--- src/rtl/core/lobm_pkg.sv ---
// ----------------------------------------------------------------------------
// lobm_pkg
// Shared types and codes for the limit order book matcher.
// ----------------------------------------------------------------------------
package lobm_pkg;

    localparam int QTY_BITS = 31;
    localparam logic [QTY_BITS-1:0] QTY_MAX = '1;

    typedef enum logic [1:0] {
        KIND_STATUS = 2'd0,
        KIND_TRADE  = 2'd1,
        KIND_REJECT = 2'd2
    } kind_t;

    localparam logic FUNC_ADD   = 1'b0;
    localparam logic FUNC_MATCH = 1'b1;
    localparam logic SIDE_BID   = 1'b1;

    typedef struct packed {
        logic        func;
        logic        side;
        logic [31:0] price;
        logic [30:0] quantity;
    } in_item_t;

    typedef struct packed {
        logic [1:0]  kind;
        logic [30:0] trade_quantity;
        logic [31:0] trade_price;
        logic        best_bid_valid;
        logic [31:0] best_bid;
        logic        best_ask_valid;
        logic [31:0] best_ask;
        logic        last;
    } out_item_t;

    typedef enum logic [2:0] {
        ST_IDLE,
        ST_ADD,
        ST_SCAN,
        ST_EVAL,
        ST_TRADE,
        ST_DONE
    } state_t;

    typedef struct packed {
        logic load;
        logic do_add;
        logic scan;
        logic do_trade;
        logic emit;
        logic last;
        kind_t kind;
    } cmd_t;

    typedef struct packed {
        logic is_match;
        logic add_ok;
        logic scan_done;
        logic crossed;
        logic trade_limit;
    } sts_t;

endpackage

--- src/rtl/core/lobm_ctrl.sv ---
// ----------------------------------------------------------------------------
// lobm_ctrl
// Sequencer for add and match transactions.
// ----------------------------------------------------------------------------
module lobm_ctrl (
    input  logic            clk,
    input  logic            rst_n,
    input  logic            start,
    output logic            busy,
    input  lobm_pkg::sts_t  sts,
    output lobm_pkg::cmd_t  cmd
);

    lobm_pkg::state_t state_reg, state_next;
    logic             traded_reg, traded_next;
    logic             rej_reg, rej_next;

    always_ff @(posedge clk or negedge rst_n)
    begin
        if (!rst_n)
        begin
            state_reg  <= lobm_pkg::ST_IDLE;
            traded_reg <= 1'b0;
            rej_reg    <= 1'b0;
        end
        else
        begin
            state_reg  <= state_next;
            traded_reg <= traded_next;
            rej_reg    <= rej_next;
        end
    end

    always_comb
    begin
        state_next  = state_reg;
        traded_next = traded_reg;
        rej_next    = rej_reg;
        case (state_reg)
            lobm_pkg::ST_IDLE:
            begin
                traded_next = 1'b0;
                rej_next    = 1'b0;
                if (start)
                    state_next = lobm_pkg::ST_ADD;
            end
            lobm_pkg::ST_ADD:
            begin
                rej_next   = !sts.is_match && !sts.add_ok;
                state_next = lobm_pkg::ST_SCAN;
            end
            lobm_pkg::ST_SCAN:
                if (sts.scan_done)
                    state_next = sts.is_match ? lobm_pkg::ST_EVAL : lobm_pkg::ST_DONE;
            lobm_pkg::ST_EVAL:
                if (sts.crossed && !sts.trade_limit)
                    state_next = lobm_pkg::ST_TRADE;
                else if (traded_reg)
                    state_next = lobm_pkg::ST_IDLE;
                else
                    state_next = lobm_pkg::ST_DONE;
            lobm_pkg::ST_TRADE:
            begin
                traded_next = 1'b1;
                state_next  = lobm_pkg::ST_SCAN;
            end
            lobm_pkg::ST_DONE:
                state_next = lobm_pkg::ST_IDLE;
            default:
                state_next = lobm_pkg::ST_IDLE;
        endcase
    end

    always_comb
    begin
        cmd      = '0;
        cmd.kind = lobm_pkg::KIND_STATUS;
        busy     = (state_reg != lobm_pkg::ST_IDLE);
        case (state_reg)
            lobm_pkg::ST_IDLE:
                cmd.load = start;
            lobm_pkg::ST_ADD:
            begin
                cmd.do_add = !sts.is_match;
                cmd.scan   = sts.is_match;
            end
            lobm_pkg::ST_SCAN:
                cmd.scan = !sts.scan_done;
            lobm_pkg::ST_EVAL:
                if (traded_reg && !(sts.crossed && !sts.trade_limit))
                begin
                    cmd.emit = 1'b1;
                    cmd.last = 1'b1;
                    cmd.kind = lobm_pkg::KIND_TRADE;
                end
                else if (traded_reg)
                begin
                    cmd.emit = 1'b1;
                    cmd.kind = lobm_pkg::KIND_TRADE;
                end
            lobm_pkg::ST_TRADE:
                cmd.do_trade = 1'b1;
            lobm_pkg::ST_DONE:
            begin
                cmd.emit = 1'b1;
                cmd.last = 1'b1;
                cmd.kind = rej_reg ? lobm_pkg::KIND_REJECT : lobm_pkg::KIND_STATUS;
            end
            default:
                cmd = '0;
        endcase
    end

endmodule

--- config.mk ---
export PLATFORM = sky130hd
export DESIGN_NAME = lobm_ctrl
export DESIGN_NICKNAME = d
export VERILOG_FILES = /design/src/rtl/core/lobm_pkg.sv /design/src/rtl/core/lobm_ctrl.sv
export SDC_FILE = /design/constraint.sdc
export NUM_CORES = 1
export LEC_CHECK = 0
export BUFFER_PORTS_ARGS = -buffer_cell sky130_fd_sc_hd__clkbuf_2
export CORE_AREA = 2 2 39 41
export DETAILED_ROUTE_END_ITERATION = 8
export DIE_AREA = 0 0 41 43
export SETUP_SLACK_MARGIN = 0.1
export SLEW_MARGIN = 20
export SYNTH_ARGS = -nofsm -noshare
export SYNTH_HDL_FRONTEND = slang
export SYNTH_SLANG_ARGS = --single-unit
--- constraint.sdc ---
create_clock -name clk -period 2.1 [get_ports clk]
set_input_delay 0.21 -clock clk [delete_from_list [all_inputs] [get_ports clk]]
set_output_delay 0.21 -clock clk [all_outputs]
set_load 0.05 [all_outputs]
Yosys cells after proc, flatten, opt, wreduce, memory -nomap -nowiden
Cells that the tools add are included.
{"block": "word_totals", "regBits": 5, "output_inout_bits": 9, "elab_cells": 43}
{"block": "classes", "n_eq_ne": 7, "muxes": 19, "n_reduce_logical": 14}
{"cell": "two-way mux 3 bit", "n": 5}
{"cell": "case mux 3 bit (4 select lines)", "n": 1}
{"cell": "two-way mux 1 bit", "n": 8}
{"cell": "case mux 4 bit (2 select lines)", "n": 1}
{"cell": "equality test 3 x 2 -> 1 bit (second input constant)", "n": 2}
{"cell": "equality test 3 bit (second input constant)", "n": 2}
{"cell": "case mux 1 bit (2 select lines)", "n": 3}
{"cell": "logical NOT 1 bit", "n": 5}
{"cell": "!= test 2 bit (second input constant)", "n": 2}
{"cell": "nonzero test 2 bit", "n": 2}
{"cell": "equality test 3 x 1 -> 1 bit (second input constant)", "n": 1}
{"cell": "logical AND 1 bit", "n": 3}
{"cell": "logical NOT 3 bit", "n": 1}
{"cell": "nonzero test 3 bit", "n": 1}
{"cell": "two-way mux 2 bit", "n": 1}
{"cell": "AND reduction 2 bit", "n": 1}
{"cell": "OR reduction 2 bit", "n": 1}

Depth between registers and ports, before layout
{"block": "logic_depth", "ltp_word": 6, "ltp_mapped": 3, "ltp_nobuf": 2}

Worst setup path before layout
No wires, ideal clock.
{"block": "synth_timing", "path_type": "register -> output", "startpoint": "reg state_reg[2]", "endpoint": "out cmd[2] in the netlist's numbering", "arrival_ns": 1.914, "t_required_ns": 1.890, "slack_ns": -0.024, "stages_incl_launch_ff": 4, "path_buffers": 1, "cell_sequence": "dfrtp_1 buf_6 nand3b_1 o31ai_1"}
{"item": "from (decl)", "line": "lobm_ctrl.sv:14", "rtl": "lobm_pkg::state_t state_reg, state_next;"}
{"item": "from (signal assigned)", "line": "lobm_ctrl.sv:22", "rtl": "state_reg <= lobm_pkg::ST_IDLE;"}
{"item": "from (signal assigned)", "line": "lobm_ctrl.sv:28", "rtl": "state_reg <= state_next;"}
{"item": "to (decl)", "line": "lobm_ctrl.sv:11", "rtl": "output lobm_pkg::cmd_t cmd"}

==> results.txt <==
Global-route wire length before repair = 1280 microns
WP buf/inv = 1
GR Util All Layers = 11.1%
Switching share of power = 53.3%
Gate Count Post-Synth = 42
Critical Path End = cmd[5]
Post-synthesis cell area = 399 sq um
Initial DRC Count = 1
# DRC = 0
CP top delay family = flip-flops
Worst R2R Path Depth = 2
FF-to-FF setup slack = 0.92 ns
Share of layout cells above drive strength 1 = 40.7%
Start point of the critical path = state_reg[1]
Fin. max-slew vios = 0
Starting Density = 28.8%
Root buffer cell = clkbuf_4
Vias post-DR = 348
Worst Path Required = 1.89 ns
Max cap viols = 0
Fmax = 0.533 GHz
Highest cell delay on the worst timing path = 0.60 ns
Largest net degree at the start of global routing = 16
Critical Path End Type = output pin
Peak supply drop = 0.524 mV
Status = finished clean
GPL Wtd Cong = 0.772
Worst setup path category = register to output pin
ANT cells = 0
GRT overflow = 0
Avg Inst Size Synth = 9.50 sq um
Synth-to-layout area growth = 26.6%
Final nets = 68
Syn_nets = 50
Non-filler instance count after layout = 75
Seq cells post-synth = 5
Leakage = 0.239 nW
Comb pwr share = 54.4%
CP Data Arrival Time = 1.67 ns
Drt first pass iters = 2
Worst Tran Pin Value = 0.482 ns
Number of flip-flops in the largest register = 3
Io pins = 17
Startpoint Class = register
Power per cell area = 1510 mW/mm^2
Worst slew margin = 67.9%
Sum Neg Setup Slack = 0 ns
Vias in the first global route = 296
Initial antenna violation count = 0
Post-placement cell count = 70
# resized after CTS = 0
Worst hold path type = primary input to register
H-tree depth = 1
Sw Pwr = 0.408 mW
Capturing point of the worst reg2reg path = rej_reg
Skew final = 0.00141 ns
Number of distinct library cells after synthesis = 24
Number of port buffers = 16
Critical Path, Cell by Cell = or3b_1 > a21oi_1 > clkbuf_2
WL per Instance = 10.8 microns
Clock share of power = 14.3%
DIE AREA = 0.00176 sq mm
Row Count = 14
# setup viols final = 0
Die height = 43 microns
CTS Buf Count = 3
Cell Int Power = 0.357 mW
DPL Wire Length = 613 microns
WP depth = 3
Slowest CP cell = dfrtp_1
RSZ-0062 raised after global routing = false
Post-route minimum period = 1.88 ns
CTS tree = built
Clock Latency Late Sink = 0.24 ns
Floorplan Core Area = 0.00138 sq mm
Clock slew at reported path FFs = 0.04 ns
Wirelength, routed = 808 microns
DRT antenna net count = 0
Hold WS = 0.213 ns
Via/cell ratio = 4.64
Final Hold Viols = 0
R2r startpoint = state_reg[0]
Flop pwr share = 31.4%
Horiz. Die Dim = 41 microns
Crit-path max FO = 15
Final period utilization = 89.4%
Yosys warnings = 0
Bufs on Longest Clock Path = 2
Seq/Total Area, Yosys = 31.3%
CTS sink cnt = 5
==> synth_stat cells <==
cell | instances | share of area [%]
nand2b_1 | 3 | 4.7
o221a_1 | 1 | 2.8
nand3b_1 | 3 | 5.6
nor4b_2 | 1 | 3.8
o21ai_0 | 1 | 1.3
nand4bb_1 | 1 | 2.8
inv_1 | 3 | 2.8
nand2_1 | 2 | 1.9
o32ai_2 | 1 | 4.1
or3_1 | 1 | 1.6
o31ai_1 | 1 | 1.9
xnor2_1 | 1 | 2.2
a21oi_1 | 2 | 2.5
dfrtp_1 | 5 | 31
mux2i_1 | 1 | 2.5
a21bo_1 | 1 | 2.5
o21ai_1 | 1 | 1.3
o32ai_1 | 1 | 2.2
buf_6 | 2 | 5.6
nor3b_2 | 1 | 3.1
nor2b_1 | 3 | 4.7
or3b_1 | 1 | 2.2
buf_4 | 2 | 3.8
nor2_1 | 3 | 2.8
==> layer usage <==
layer / vias up / part of all wire (%) / track usage [%]
met5: - / 0 / 0
met4: 0 / 1.5 / 6.00
li1: 179 / - / -
met3: 2 / 4.5 / 6.28
met2: 9 / 47 / 14.4
met1: 158 / 47 / 14.1
==> power groups by stage <==
stage	Sequential, mW	Clock, mW	Combinational [mW]
after global routing	0.251	0.129	0.445
final	0.240	0.109	0.416
after global placement	0.237	0	0.415
after CTS	0.238	0.115	0.421
after detailed placement	0.239	0	0.419
after floorplan	0.171	0	0.450
==> layout by cell type, fill, tap and decap left out <==
cell type,synthesis,final
a21bo_1,1,1
a21oi_1,2,2
clkbuf_1,0,1
clkbuf_2,0,16
clkbuf_4,0,3
dfrtp_1,5,5
dlygate4sd3_1,0,1
inv_1,3,3
mux2i_1,1,1
nand2_1,2,2
nand2b_1,3,3
nand3b_1,3,3
nand4bb_1,1,1
nor2_1,3,2
nor2_2,0,1
nor2b_1,3,3
nor3b_2,1,1
nor4b_2,1,1
o21ai_0,1,1
o21ai_1,1,1
o221a_1,1,1
o31ai_2,0,1
o32ai_1,1,1
o32ai_2,1,1
or3_1,1,1
or3b_1,1,1
xnor2_1,1,1
==> final cells by class <==
class	count	area [sq um]
Fill cell	152	878
Sequential cell	5	125
Tap cell	16	20.0
Clock buffer	4	26.3
Multi-Input combinational cell	30	233
Timing Repair Buffer	17	90.1
Inverter	3	11.3
==> cell families (layout without fill, tap and decap cells) <==
family,count (synthesis),in the layout,share of synthesized area [%]
xor+xnor,1,1,2.19
mux,1,1,2.51
compound gates,9,9,18.5
simple gates,19,19,33.2
flops,5,5,31.3
buf+inv,7,24,12.2
==> how the worst min path moves through the flow <==
stage	start	depth (start not counted)	end	slack, ns
after floorplan	rst_n	0	rej_reg	-0.09
after global placement	rst_n	1	traded_reg	0.03
after detailed placement	rst_n	1	state_reg[0]	0.03
after CTS	sts[3]	3	rej_reg	0.21
after global routing	sts[3]	3	rej_reg	0.23
final	sts[3]	3	rej_reg	0.21
==> metrics by stage <==
step | power (mW) | instance area (sq um) | setup slack, ns | util (%)
2_1_floorplan | 0.620 | 407 | 0.301 | -
3_5_place_dp | 0.658 | 469 | 0.488 | 33.9
3_3_place_gp | 0.652 | 469 | 0.497 | 33.9
5_1_grt | 0.824 | 505 | 0.158 | 36.5
4_1_cts | 0.774 | 505 | 0.220 | 36.5
6_report | 0.765 | 505 | 0.223 | 36.5
==> repair_timing <==
action | 4_1_cts | 5_1_grt
endpoints found under the hold margin | 5 | 0
hold buffers | 1 | 0
buffers inserted | 0 | 0
==> worst reg2reg max path: cells and delay by family, from the launching register on <==
family	cells	cell delay (ns)
compound gates	1	0.15
flops	1	0.63
simple gates	1	0.35
Power figures use the tool's default switching activity.
